==> src/design/sha256_byte_stream_hasher_defines.svh <==
// Assertion macros for the SHA-256 byte stream hasher.
// Included by modules that check their own control logic; needs clk and rst_n in scope.
`ifndef SHA256_BYTE_STREAM_HASHER_DEFINES_SVH
`define SHA256_BYTE_STREAM_HASHER_DEFINES_SVH

// Hold cons in the same cycle as ante.
`define SHBS_ASSERT_NOW(lbl, ante, cons, msg) \
    lbl: assert property (@(posedge clk) disable iff (!rst_n) (ante) |-> (cons)) \
        else $error(msg);

// Hold cons in the cycle after ante.
`define SHBS_ASSERT_NEXT(lbl, ante, cons, msg) \
    lbl: assert property (@(posedge clk) disable iff (!rst_n) (ante) |=> (cons)) \
        else $error(msg);

`endif

==> src/design/shbs_fifo.sv <==
// Small first-in first-out queue of generic width and depth in flip-flops.
// No dependencies.
`timescale 1ns / 1ps

module shbs_fifo #(
    parameter int WIDTH = 8,
    parameter int DEPTH = 2
) (
    input  logic             clk,
    input  logic             rst_n,
    input  logic             push,
    input  logic [WIDTH-1:0] push_data,
    output logic             full,
    input  logic             pop,
    output logic [WIDTH-1:0] pop_data,
    output logic             empty
);

    localparam int AW = (DEPTH > 1) ? $clog2(DEPTH) : 1;
    localparam int CW = $clog2(DEPTH + 1);

    logic [WIDTH-1:0] mem_reg [DEPTH];
    logic [AW-1:0]    wr_ptr_reg;
    logic [AW-1:0]    rd_ptr_reg;
    logic [CW-1:0]    count_reg;
    logic             do_push;
    logic             do_pop;

    assign full     = (count_reg == CW'(DEPTH));
    assign empty    = (count_reg == '0);
    assign do_push  = push && !full;
    assign do_pop   = pop && !empty;
    assign pop_data = mem_reg[rd_ptr_reg];

    always_ff @(posedge clk)
    begin
        if (do_push)
        begin
            mem_reg[wr_ptr_reg] <= push_data;
        end
    end

    always_ff @(posedge clk or negedge rst_n)
    begin
        if (!rst_n)
        begin
            wr_ptr_reg <= '0;
            rd_ptr_reg <= '0;
            count_reg  <= '0;
        end
        else
        begin
            if (do_push)
            begin
                wr_ptr_reg <= (wr_ptr_reg == AW'(DEPTH - 1)) ? '0 : wr_ptr_reg + 1'b1;
            end
            if (do_pop)
            begin
                rd_ptr_reg <= (rd_ptr_reg == AW'(DEPTH - 1)) ? '0 : rd_ptr_reg + 1'b1;
            end
            if (do_push && !do_pop)
            begin
                count_reg <= count_reg + 1'b1;
            end
            else if (do_pop && !do_push)
            begin
                count_reg <= count_reg - 1'b1;
            end
        end
    end

endmodule

==> config.mk <==
export PLATFORM = sky130hd
export DESIGN_NAME = shbs_fifo
export DESIGN_NICKNAME = d
export VERILOG_FILES = /design/src/design/sha256_byte_stream_hasher_defines.svh /design/src/design/shbs_fifo.sv
export SDC_FILE = /design/constraint.sdc
export NUM_CORES = 1
export LEC_CHECK = 0
export BUFFER_PORTS_ARGS = -buffer_cell sky130_fd_sc_hd__buf_2
export CAP_MARGIN = 20
export CORE_AREA = 2 2 44 46
export CTS_BUF_LIST = sky130_fd_sc_hd__clkbuf_2 sky130_fd_sc_hd__clkbuf_4 sky130_fd_sc_hd__clkbuf_8
export DETAILED_ROUTE_END_ITERATION = 7
export DIE_AREA = 0 0 46 48
export GPL_ROUTABILITY_DRIVEN = 1
export GPL_TIMING_DRIVEN = 0
export MAX_ROUTING_LAYER = met4
export PLACE_DENSITY = 0.8
export SYNTH_ARGS = -nofsm -noshare
export SYNTH_HDL_FRONTEND = slang
export SYNTH_SLANG_ARGS = --single-unit
==> constraint.sdc <==
create_clock -name clk -period 1.3 [get_ports clk]
set_input_delay 0.13 -clock clk [delete_from_list [all_inputs] [get_ports clk]]
set_output_delay 0.13 -clock clk [all_outputs]
set_load 0.02 [all_outputs]
==> impl_metrics.toml <==
[clock_tree]
tritoncts = "done"
insertion_delay_ns = 0.28
htree_levels = 1
cts_sinks = 20
clkTransAtPathRegs_ns = 0.10
cts_buffers = 3
clock_path_buffers = 2
root_buffer = "clkbuf_4"

[min_path]
hold_class = "primary input to flip-flop"
worst_hold_path.num_cells = 1
holdPathEnd = "mem_reg[0][3]$_DFFE_PP_"
min_from = "push_data[3]"

[global_routing]
grt_max_degree = 11
grt-ovfl-total = 0
grt_pass1_wl_mm = 2.04
first_global_vias = 487
antenna_found_initial = 0
grt_usage_pct = 14.6

[setup_path]
reg2reg_to = "count_reg[1]$_DFFE_PN0P_"
cp.required_ns = 1.17
crit_top_cell = "buf_6"
cpPeakStageDelay_ns = 0.42
crit_type = "flip-flop to primary output"
worstPathBufferInverterCount = 2
cp-end-kind = "primary output"
worstPathArrival_ns = 1.29
worstReg2RegStart = "count_reg[0]$_DFFE_PN0P_"
cp-start-kind = "flip-flop"
reg2reg_depth = 7
r2r_setup_slack_ns = -0.03
critPathTopFamily = "flip-flops"
cp_max_fo = 5
cpMaxStageDelayCell = "dfrtp_1"
path_cells = "buf_6, mux2_4, buf_6"

[cells_and_area]
layout.nets = 91
final_util_pct = 68.1
instances_no_fill = 93
largest_reg_flops = 16
fill_cells = 120
diodes = 0
syn2layout_area_growth_pct = 47.0
drive_gt1_share_pct = 69.7
post-route-cell-area_mm2 = 0.00115

[synthesis]
synth_common_cells = "16 x edfxtp_1, 6 x mux2_1, 4 x dfrtp_1"
synth_edf_count = 16
yosysUniqueCellTypes = 15
avgSynthCellArea_um2 = 17.8
ys_seq_area_share_pct = 74.2
yosys.area.top_type = "edfxtp_1"
yosys_warnings = 0
synth_most_common_cell = "edfxtp_1"
yosys_most_used_dff = "edfxtp_1"
ys_ff_latch = 20
syn_inst = 44
syn_nets = 57
async_reset_ff_share_pct = 20.0
synth_area_leaders = "edfxtp_1 61%, dfrtp_1 13%, mux2_1 8.6%"
syn_area_um2 = 782
synth_top_area_share_pct = 61.4

[pwr]
p_clk_share_pct = 9.8
comb_power_share_pct = 52.9
ir_worst_vdd_mv = 1.40
switching_share_pct = 34.0
p_total_mw = 2.76
p_int_mw = 1.82
sequentialPowerShare_pct = 37.3
switchingPower_mw = 0.938
power_density_mw_per_mm2 = 2400
power.leakage_nw = 0.494

[floorplan]
start_util_pct = 46.3
core_area_mm2 = 0.00169
num_rows = 15
die_x_um = 46
ios = 22
die_area_mm2 = 0.00221
fp.dieH_um = 48

[placed_design]
place_hpwl_um = 906
dpl.cell_count = 82
placed_cell_area_um2 = 926
gp_congestion = 0.646
preCtsSetupSlack_ns = -0.122
portBuffers = 21

[timing]
max_freq_ghz = 0.703
period_minus_slack_ns = 1.42
rsz0062_at_grt = "true"
period_share_pct = 109
relSlewSlack_pct = 82.2
holdWs_ns = 0.0297
slew_violations = 0
setup_ws_ns = -0.122
tns_ns = -0.933
worst_clock_skew_ns = 0.00170
setup_viol = 16
report.final.hold_viol_count = 0
worst_pin_slew_ns = 0.267

[drt]
antenna_left = 0
dr.pass1.iters = 2
drtIter0Drc = 4
postRouteWirelength_mm = 1.46
vias = 465
drc = 0
wl_per_cell_um = 15.6
vias_per_cell = 5.00

[run_status]
violations = "negative setup slack"
status = "complete, but fails checks"

[run]
maxCapViolCount = 0
layout make-up:
type	count	area [um^2]	area share, %
flip-flops and latches	20	583	50.7
multi-input cells	21	277	24.0
repair buffers	29	228	19.8
clock buffers	3	22.5	1.96
well taps	17	21.3	1.85
plain buffers	1	11.3	0.979
inverters	2	7.51	0.653
cells in the final DEF (no fill, tap or decap), drive strengths merged:
cell,Yosys,final
xnor2,3,3
o21ai,1,1
xor2,2,2
buf,1,29
nor2,3,3
nand2b,1,1
nand2,1,1
inv,2,2
clkbuf,0,3
and3,1,1
edfxtp,16,16
ha,1,1
mux2,8,8
dlygate4sd3,0,1
dfrtp,4,4
worst max path at each step:
stage | start | cells after the start | endpoint | slack (ns)
2_1_floorplan | count_reg[0]$_DFFE_PN0P_ | 7 | count_reg[1]$_DFFE_PN0P_ | -0.0008
3_3_place_gp | count_reg[0]$_DFFE_PN0P_ | 3 | mem_reg[0][3]$_DFFE_PP_ | -0.06
3_5_place_dp | count_reg[0]$_DFFE_PN0P_ | 3 | mem_reg[0][3]$_DFFE_PP_ | -0.12
4_1_cts | rd_ptr_reg$_DFFE_PN0P_ | 3 | pop_data[7] | -0.13
5_1_grt | rd_ptr_reg$_DFFE_PN0P_ | 3 | pop_data[7] | -0.16
6_report | rd_ptr_reg$_DFFE_PN0P_ | 3 | pop_data[7] | -0.12
power groups by stage:
stage	clock network, mW	registers [mW]	logic [mW]
after floorplan	0	0.988	0.652
after global placement	0	0.998	0.852
after detailed placement	0	1.01	0.889
after CTS	0.278	1.03	1.38
after global routing	0.296	1.05	1.56
final	0.271	1.03	1.46
logic make-up after synthesis:
family	count (synthesis)	synth area share, %
adders and majority gates	1	1.60
xor gates and xnor gates	5	6.56
and+or+nand+nor	6	3.84
buffers and inverters	3	1.60
muxes	8	11.5
AOI/OAI and AO/OA	1	0.639
DFF	20	74.2
timing repair:
item	CTS	global route
setup endpoints to repair	26	17
setup buffers	5	1
endpoints found under the hold margin	4	0
gates resized for setup	36	4
pin swaps	3	3
hold buffers	1	0
gates cloned	1	0
routing by layer:
| layer | wire length, um | vias up | GRT usage, % |
|---|---|---|---|
| li1 | - | 222 | - |
| met1 | 554 | 229 | 14.0 |
| met2 | 834 | 14 | 27.2 |
| met3 | 67 | 0 | 3.40 |
| met4 | 0 | 0 | 6.86 |
| met5 | 0 | - | - |
(Power assumes the default switching activity.)
