**config.mk**
```make
export PLATFORM = sky130hd
export DESIGN_NAME = shbs_back
export DESIGN_NICKNAME = d
export VERILOG_FILES = /design/src/design/shbs_pkg.sv /design/src/design/shbs_back.sv
export VERILOG_INCLUDE_DIRS = /design/src /design/src/design
export SDC_FILE = /design/constraint.sdc
export NUM_CORES = 2
export LEC_CHECK = 0
export BUFFER_PORTS_ARGS = -buffer_cell sky130_fd_sc_hd__buf_2
export CAP_MARGIN = 40
export CORE_ASPECT_RATIO = 1.4
export CORE_MARGIN = 10
export CORE_UTILIZATION = 60
export DETAILED_ROUTE_END_ITERATION = 8
export HOLD_SLACK_MARGIN = 0.12
export PLACE_DENSITY = 0.75
export SLEW_MARGIN = 0
export SYNTH_ARGS = -nofsm -noshare
export SYNTH_HDL_FRONTEND = slang
export SYNTH_SLANG_ARGS = --single-unit
```
**constraint.sdc**
```tcl
create_clock -name clk -period 29.7 [get_ports clk]
set_clock_uncertainty 0.1 [all_clocks]
set_input_delay 5.94 -clock clk [delete_from_list [all_inputs] [get_ports clk]]
set_output_delay 5.94 -clock clk [all_outputs]
set_load 0.1 [all_outputs]
```
**src/design/sha256_byte_stream_hasher_defines.svh**
```systemverilog
// Assertion macros for the SHA-256 byte stream hasher.
// Included by modules that check their own control logic; needs clk and rst_n in scope.
`ifndef SHA256_BYTE_STREAM_HASHER_DEFINES_SVH
`define SHA256_BYTE_STREAM_HASHER_DEFINES_SVH

// Hold cons in the same cycle as ante.
`define SHBS_ASSERT_NOW(lbl, ante, cons, msg) \
    lbl: assert property (@(posedge clk) disable iff (!rst_n) (ante) |-> (cons)) \
        else $error(msg);

// Hold cons in the cycle after ante.
`define SHBS_ASSERT_NEXT(lbl, ante, cons, msg) \
    lbl: assert property (@(posedge clk) disable iff (!rst_n) (ante) |=> (cons)) \
        else $error(msg);

`endif

```
**src/design/shbs_pkg.sv**
```systemverilog
// Shared types and constants for the SHA-256 byte stream hasher.
// No dependencies; used by the front, back and top level modules.
`timescale 1ns / 1ps

package shbs_pkg;

    localparam int QueueDepth = 2;

    typedef logic [15:0][31:0] blk_t;

    typedef struct packed {
        blk_t blk;
        logic last_blk;
    } qent_t;

    typedef enum logic [1:0] {
        F_COLLECT,
        F_PAD1,
        F_PAD2
    } front_state_t;

    typedef enum logic [1:0] {
        B_IDLE,
        B_ROUND,
        B_FOLD
    } back_state_t;

    localparam logic [7:0] PadByte = 8'h80;

    localparam logic [31:0] InitVec [8] = '{
        32'h6a09e667, 32'hbb67ae85, 32'h3c6ef372, 32'ha54ff53a,
        32'h510e527f, 32'h9b05688c, 32'h1f83d9ab, 32'h5be0cd19
    };

    localparam logic [31:0] RoundK [64] = '{
        32'h428a2f98, 32'h71374491, 32'hb5c0fbcf, 32'he9b5dba5,
        32'h3956c25b, 32'h59f111f1, 32'h923f82a4, 32'hab1c5ed5,
        32'hd807aa98, 32'h12835b01, 32'h243185be, 32'h550c7dc3,
        32'h72be5d74, 32'h80deb1fe, 32'h9bdc06a7, 32'hc19bf174,
        32'he49b69c1, 32'hefbe4786, 32'h0fc19dc6, 32'h240ca1cc,
        32'h2de92c6f, 32'h4a7484aa, 32'h5cb0a9dc, 32'h76f988da,
        32'h983e5152, 32'ha831c66d, 32'hb00327c8, 32'hbf597fc7,
        32'hc6e00bf3, 32'hd5a79147, 32'h06ca6351, 32'h14292967,
        32'h27b70a85, 32'h2e1b2138, 32'h4d2c6dfc, 32'h53380d13,
        32'h650a7354, 32'h766a0abb, 32'h81c2c92e, 32'h92722c85,
        32'ha2bfe8a1, 32'ha81a664b, 32'hc24b8b70, 32'hc76c51a3,
        32'hd192e819, 32'hd6990624, 32'hf40e3585, 32'h106aa070,
        32'h19a4c116, 32'h1e376c08, 32'h2748774c, 32'h34b0bcb5,
        32'h391c0cb3, 32'h4ed8aa4a, 32'h5b9cca4f, 32'h682e6ff3,
        32'h748f82ee, 32'h78a5636f, 32'h84c87814, 32'h8cc70208,
        32'h90befffa, 32'ha4506ceb, 32'hbef9a3f7, 32'hc67178f2
    };

endpackage

```
**src/design/shbs_back.sv**
```systemverilog
// Back end: 64-round SHA-256 compression, chaining words and digest output.
// Depends on shbs_pkg and the assertion macros header.
`timescale 1ns / 1ps
`include "sha256_byte_stream_hasher_defines.svh"

module shbs_back (
    input  logic            clk,
    input  logic            rst_n,
    input  logic            q_empty,
    input  shbs_pkg::qent_t q_data,
    output logic            q_pop,
    output logic [63:0]     digest_word,
    output logic [1:0]      word_index,
    output logic            last_word,
    output logic            empty,
    input  logic            pop
);

    function automatic logic [31:0] rotr(input logic [31:0] x, input int n);
        return (x >> n) | (x << (32 - n));
    endfunction

    shbs_pkg::back_state_t state_reg;
    shbs_pkg::back_state_t state_next;
    logic [31:0]           h_reg [8];
    logic [31:0]           v_reg [8];
    logic [31:0]           w_reg [16];
    logic [5:0]            round_reg;
    logic                  last_reg;
    logic [3:0][63:0]      dig_reg;
    logic [1:0]            ptr_reg;
    logic                  pend_reg;
    logic [31:0]           s0;
    logic [31:0]           s1;
    logic [31:0]           w_new;
    logic [31:0]           t1;
    logic [31:0]           t2;
    logic                  fold_go;
    logic                  out_pop;

    assign s0    = rotr(w_reg[1], 7) ^ rotr(w_reg[1], 18) ^ (w_reg[1] >> 3);
    assign s1    = rotr(w_reg[14], 17) ^ rotr(w_reg[14], 19) ^ (w_reg[14] >> 10);
    assign w_new = s1 + w_reg[9] + s0 + w_reg[0];
    assign t1    = v_reg[7] + (rotr(v_reg[4], 6) ^ rotr(v_reg[4], 11) ^ rotr(v_reg[4], 25))
                 + ((v_reg[4] & v_reg[5]) ^ (~v_reg[4] & v_reg[6]))
                 + shbs_pkg::RoundK[round_reg] + w_reg[0];
    assign t2    = (rotr(v_reg[0], 2) ^ rotr(v_reg[0], 13) ^ rotr(v_reg[0], 22))
                 + ((v_reg[0] & v_reg[1]) ^ (v_reg[0] & v_reg[2]) ^ (v_reg[1] & v_reg[2]));

    assign fold_go     = (state_reg == shbs_pkg::B_FOLD) && !(last_reg && pend_reg);
    assign out_pop     = pop && pend_reg;
    assign empty       = !pend_reg;
    assign digest_word = dig_reg[ptr_reg];
    assign word_index  = ptr_reg;
    assign last_word   = (ptr_reg == 2'd3);

    always_comb
    begin
        state_next = state_reg;
        case (state_reg)
            shbs_pkg::B_IDLE:
            begin
                if (!q_empty)
                begin
                    state_next = shbs_pkg::B_ROUND;
                end
            end
            shbs_pkg::B_ROUND:
            begin
                if (round_reg == 6'd63)
                begin
                    state_next = shbs_pkg::B_FOLD;
                end
            end
            shbs_pkg::B_FOLD:
            begin
                if (fold_go)
                begin
                    state_next = shbs_pkg::B_IDLE;
                end
            end
            default:
            begin
                state_next = shbs_pkg::B_IDLE;
            end
        endcase
    end

    always_comb
    begin
        q_pop = 1'b0;
        case (state_reg)
            shbs_pkg::B_IDLE:
            begin
                q_pop = !q_empty;
            end
            default:
            begin
                q_pop = 1'b0;
            end
        endcase
    end

    always_ff @(posedge clk)
    begin
        if (state_reg == shbs_pkg::B_IDLE && !q_empty)
        begin
            for (int i = 0; i < 16; i++)
            begin
                w_reg[i] <= q_data.blk[i];
            end
            for (int i = 0; i < 8; i++)
            begin
                v_reg[i] <= h_reg[i];
            end
            last_reg <= q_data.last_blk;
        end
        else if (state_reg == shbs_pkg::B_ROUND)
        begin
            for (int i = 0; i < 15; i++)
            begin
                w_reg[i] <= w_reg[i + 1];
            end
            w_reg[15] <= w_new;
            v_reg[7]  <= v_reg[6];
            v_reg[6]  <= v_reg[5];
            v_reg[5]  <= v_reg[4];
            v_reg[4]  <= v_reg[3] + t1;
            v_reg[3]  <= v_reg[2];
            v_reg[2]  <= v_reg[1];
            v_reg[1]  <= v_reg[0];
            v_reg[0]  <= t1 + t2;
        end
        if (fold_go && last_reg)
        begin
            for (int k = 0; k < 4; k++)
            begin
                dig_reg[k] <= {h_reg[2 * k] + v_reg[2 * k], h_reg[2 * k + 1] + v_reg[2 * k + 1]};
            end
        end
    end

    always_ff @(posedge clk or negedge rst_n)
    begin
        if (!rst_n)
        begin
            state_reg <= shbs_pkg::B_IDLE;
            round_reg <= '0;
            ptr_reg   <= '0;
            pend_reg  <= 1'b0;
            for (int i = 0; i < 8; i++)
            begin
                h_reg[i] <= shbs_pkg::InitVec[i];
            end
        end
        else
        begin
            state_reg <= state_next;
            if (state_reg == shbs_pkg::B_ROUND)
            begin
                round_reg <= round_reg + 6'd1;
            end
            else
            begin
                round_reg <= '0;
            end
            if (fold_go)
            begin
                for (int i = 0; i < 8; i++)
                begin
                    h_reg[i] <= last_reg ? shbs_pkg::InitVec[i] : h_reg[i] + v_reg[i];
                end
            end
            if (fold_go && last_reg)
            begin
                pend_reg <= 1'b1;
                ptr_reg  <= '0;
            end
            else if (out_pop)
            begin
                ptr_reg <= ptr_reg + 2'd1;
                if (ptr_reg == 2'd3)
                begin
                    pend_reg <= 1'b0;
                end
            end
        end
    end

    `SHBS_ASSERT_NEXT(a_load_starts, state_reg == shbs_pkg::B_IDLE && !q_empty, state_reg == shbs_pkg::B_ROUND && round_reg == 6'd0, "block load did not start rounds")
    `SHBS_ASSERT_NEXT(a_rounds_end, state_reg == shbs_pkg::B_ROUND && round_reg == 6'd63, state_reg == shbs_pkg::B_FOLD, "round 63 not followed by fold")
    `SHBS_ASSERT_NEXT(a_drain, out_pop && ptr_reg == 2'd3 && !fold_go, !pend_reg, "digest still pending after last slice")
    `SHBS_ASSERT_NOW(a_no_overwrite, fold_go && last_reg, !pend_reg, "digest overwritten before drained")

endmodule

```
==> impl_metrics.tcl <==
set metrics [dict create \
    hold_slack_ns 0.396 \
    hold_buffers 0 \
    fmax_mhz 72.6 \
    synth_seq_cells 1292 \
    io-pin-count 586 \
    rsz0062_at_grt "false" \
    track_usage_pct 37.6 \
    vias 64428 \
    synth-edff-count 1025 \
    status "complete, no violations" \
    setup-tns-final_ns 0 \
    rows 158 \
    drive_above_1_share_pct 14.0 \
    grt_overflow 0 \
    die_x_um 328 \
    ant_nets 0 \
    worstMarginPinSlew_ns 1.11 \
    area_growth_pct 11.7 \
    postCtsSetupBuffers 0 \
    port_buffers 585 \
    grt_pass1_wl_um 412000 \
    antenna_found_initial 24 \
    clkTransAtPathRegs_ns 0.06 \
    final_util_pct 67.3 \
    cp_max_fo 54 \
    firstDrtPassIters 9 \
    ctsRootBufferMaster "clkbuf_16" \
    syn_area_um2 79900 \
    wirelength_um 285000 \
    drv_cap 0 \
    vias_per_cell 6.22 \
    cts_tree "yes" \
    wl_per_cell_um 27.5 \
    cts.sink_count 1292 \
    relSlewSlack_pct 26.2 \
    syn_nets 9148 \
    synth_async_sr_flop_share_pct 20.7 \
    ys.flop_type "edfxtp_1" \
    core_um2 132000 \
    end_kind "output port" \
    route.detailed.drc 0 \
    largest_reg_flops 512 \
    post-route-period-util_pct 46.4 \
    finalCriticalPeriod_ns 13.78 \
    die-area_um2 148000 \
    grt_pass1_vias 64572 \
    crit_required_ns 23.66 \
    arrival_ns 7.74 \
    yosysUniqueCellTypes 97 \
    synth_cells 8045 \
    syn_avg_cell_area_um2 9.93 \
    cp-start-kind "input port" \
    setup_viol_count_final 0 \
    dp_hpwl_um 214000 \
    routabilityCongestion 0.988 \
    initial_core_util_pct 60.3 \
    hold_path_class "reg -> reg" \
    cts_buffers 134 \
    worstSetupPathType "in -> out" \
    slew_violations 0 \
    grt_max_degree 202 \
    hold_violations 0 \
    seq_area_frac_synth_pct 47.1 \
    nets 9580 \
    ys_warn_count 0 \
    drtIter0Drc 7006 \
    htreeDepth 4 \
    ctsLongestPathBuffers 3 \
    die_h_um 452 \
    post_cts_resized 0 \
    clk_latency_ns 0.81 \
]
-- per-stage QoR --
stage | area, um^2 | setup WS, ns | instances
6_report | 89200 | 15.92 | 10364
5_1_grt | 89200 | 15.91 | 10351
2_1_floorplan | 79900 | 5.14 | 8045
4_1_cts | 89100 | 15.95 | 10343
3_3_place_gp | 84300 | 15.97 | 10079
3_5_place_dp | 84600 | 15.94 | 10098
-- routing by layer --
metal	global-route usage, %	part of all wire, %	routed length [um]	up-vias
met5	0	0.022	63	-
met4	29.4	9.3	26500	10
met3	6.87	7.7	22100	789
met2	63.3	49	139000	3320
met1	41.9	34	97200	31335
li1	-	-	-	28974
-- Yosys cell counts, types with 26 or more instances --
cell type	count	area (um^2)
nor2b_1	57	357
ha_1	391	4890
nand3_1	74	370
edfxtp_1	1025	30800
mux4_2	67	1510
and3_1	30	188
o22a_1	122	1070
inv_1	350	1310
clkbuf_1	362	1360
nand2b_1	56	350
o211ai_1	31	233
nor2_1	307	1150
o21a_1	54	405
nand4_1	26	163
nor3_1	103	515
fa_1	195	3900
buf_1	35	131
nand2_1	2357	8850
dfstp_2	136	3570
xnor2_1	416	3640
a22o_1	112	981
o21bai_1	46	345
a211oi_1	62	465
a31oi_1	53	332
a21oi_1	346	1730
a21o_1	166	1250
dfrtp_1	131	3280
xor2_1	153	1340
o21ai_0	344	1720
-- kinds of logic after synthesis --
| kind of cell | Yosys count | share of synthesized area, % |
|---|---|---|
| flops | 1292 | 47.1 |
| compound gates | 1593 | 13.5 |
| simple gates | 3133 | 16.0 |
| buf+inv | 755 | 3.55 |
| xor+xnor | 569 | 6.24 |
| fa+ha+maj | 589 | 11.1 |
| mux | 114 | 2.52 |
-- worst max-delay path, stage by stage --
cell	delay, ns
buf_2	0.10
or3_4	0.58
inv_6	0.49
buf_2	0.52
-- worst paths after layout --
kind	startpoint	end	slack [ns]	cells past startpoint
worst max-delay path	q_empty	q_pop	15.92	4
worst max register to register	round_reg[0]$_DFF_PN0_	v_reg[0][31]$_DFFE_PP_	18.62	41
min in group asynchronous	rst_n	h_reg[191]$_DFFE_PN0P_	5.08	1
max in group asynchronous	rst_n	h_reg[2]$_DFFE_PN0P_	22.45	3
worst min-delay path	w_reg[0][116]$_DFFE_PP_	w_reg[0][84]$_DFFE_PP_	0.40	2
worst min register to register	w_reg[0][116]$_DFFE_PP_	w_reg[0][84]$_DFFE_PP_	0.40	2
-- layout by cell type, fill, tap and decap left out, drive strengths merged, types with 25 or more instances in the layout --
master     n
xnor2    416
nand2   2357
fa       195
edfxtp  1025
mux2      25
and3      31
o211ai    33
o21bai    46
clkbuf   177
o21ai    353
or3       25
nand3     75
clkinv    48
mux4      67
buf      693
dfstp    136
a21o     166
o21a      54
o31ai     26
xor2     153
a21oi    346
a211oi    65
and2      25
nor2     307
dfrtp    131
o22a     122
nor3     103
nand4     27
a22o     112
nand2b    56
inv      359
ha       391
a31oi     54
nor2b     57
-- final cells by class --
| cell class | instances | area [um^2] |
|---|---|---|
| fillers | 10361 | 43200 |
| multi-input cells | 5998 | 39500 |
| flip-flops and latches | 1292 | 37600 |
| repair buffers | 697 | 4030 |
| clock buffers | 174 | 3700 |
| well taps | 1760 | 2200 |
| inverters | 354 | 1330 |
| clock inverters | 71 | 787 |
| diodes | 18 | 45.0 |
Power is left out: the tool's default activity adds up to more than one toggle a clock period on the data nets, which glitch-free logic cannot reach.
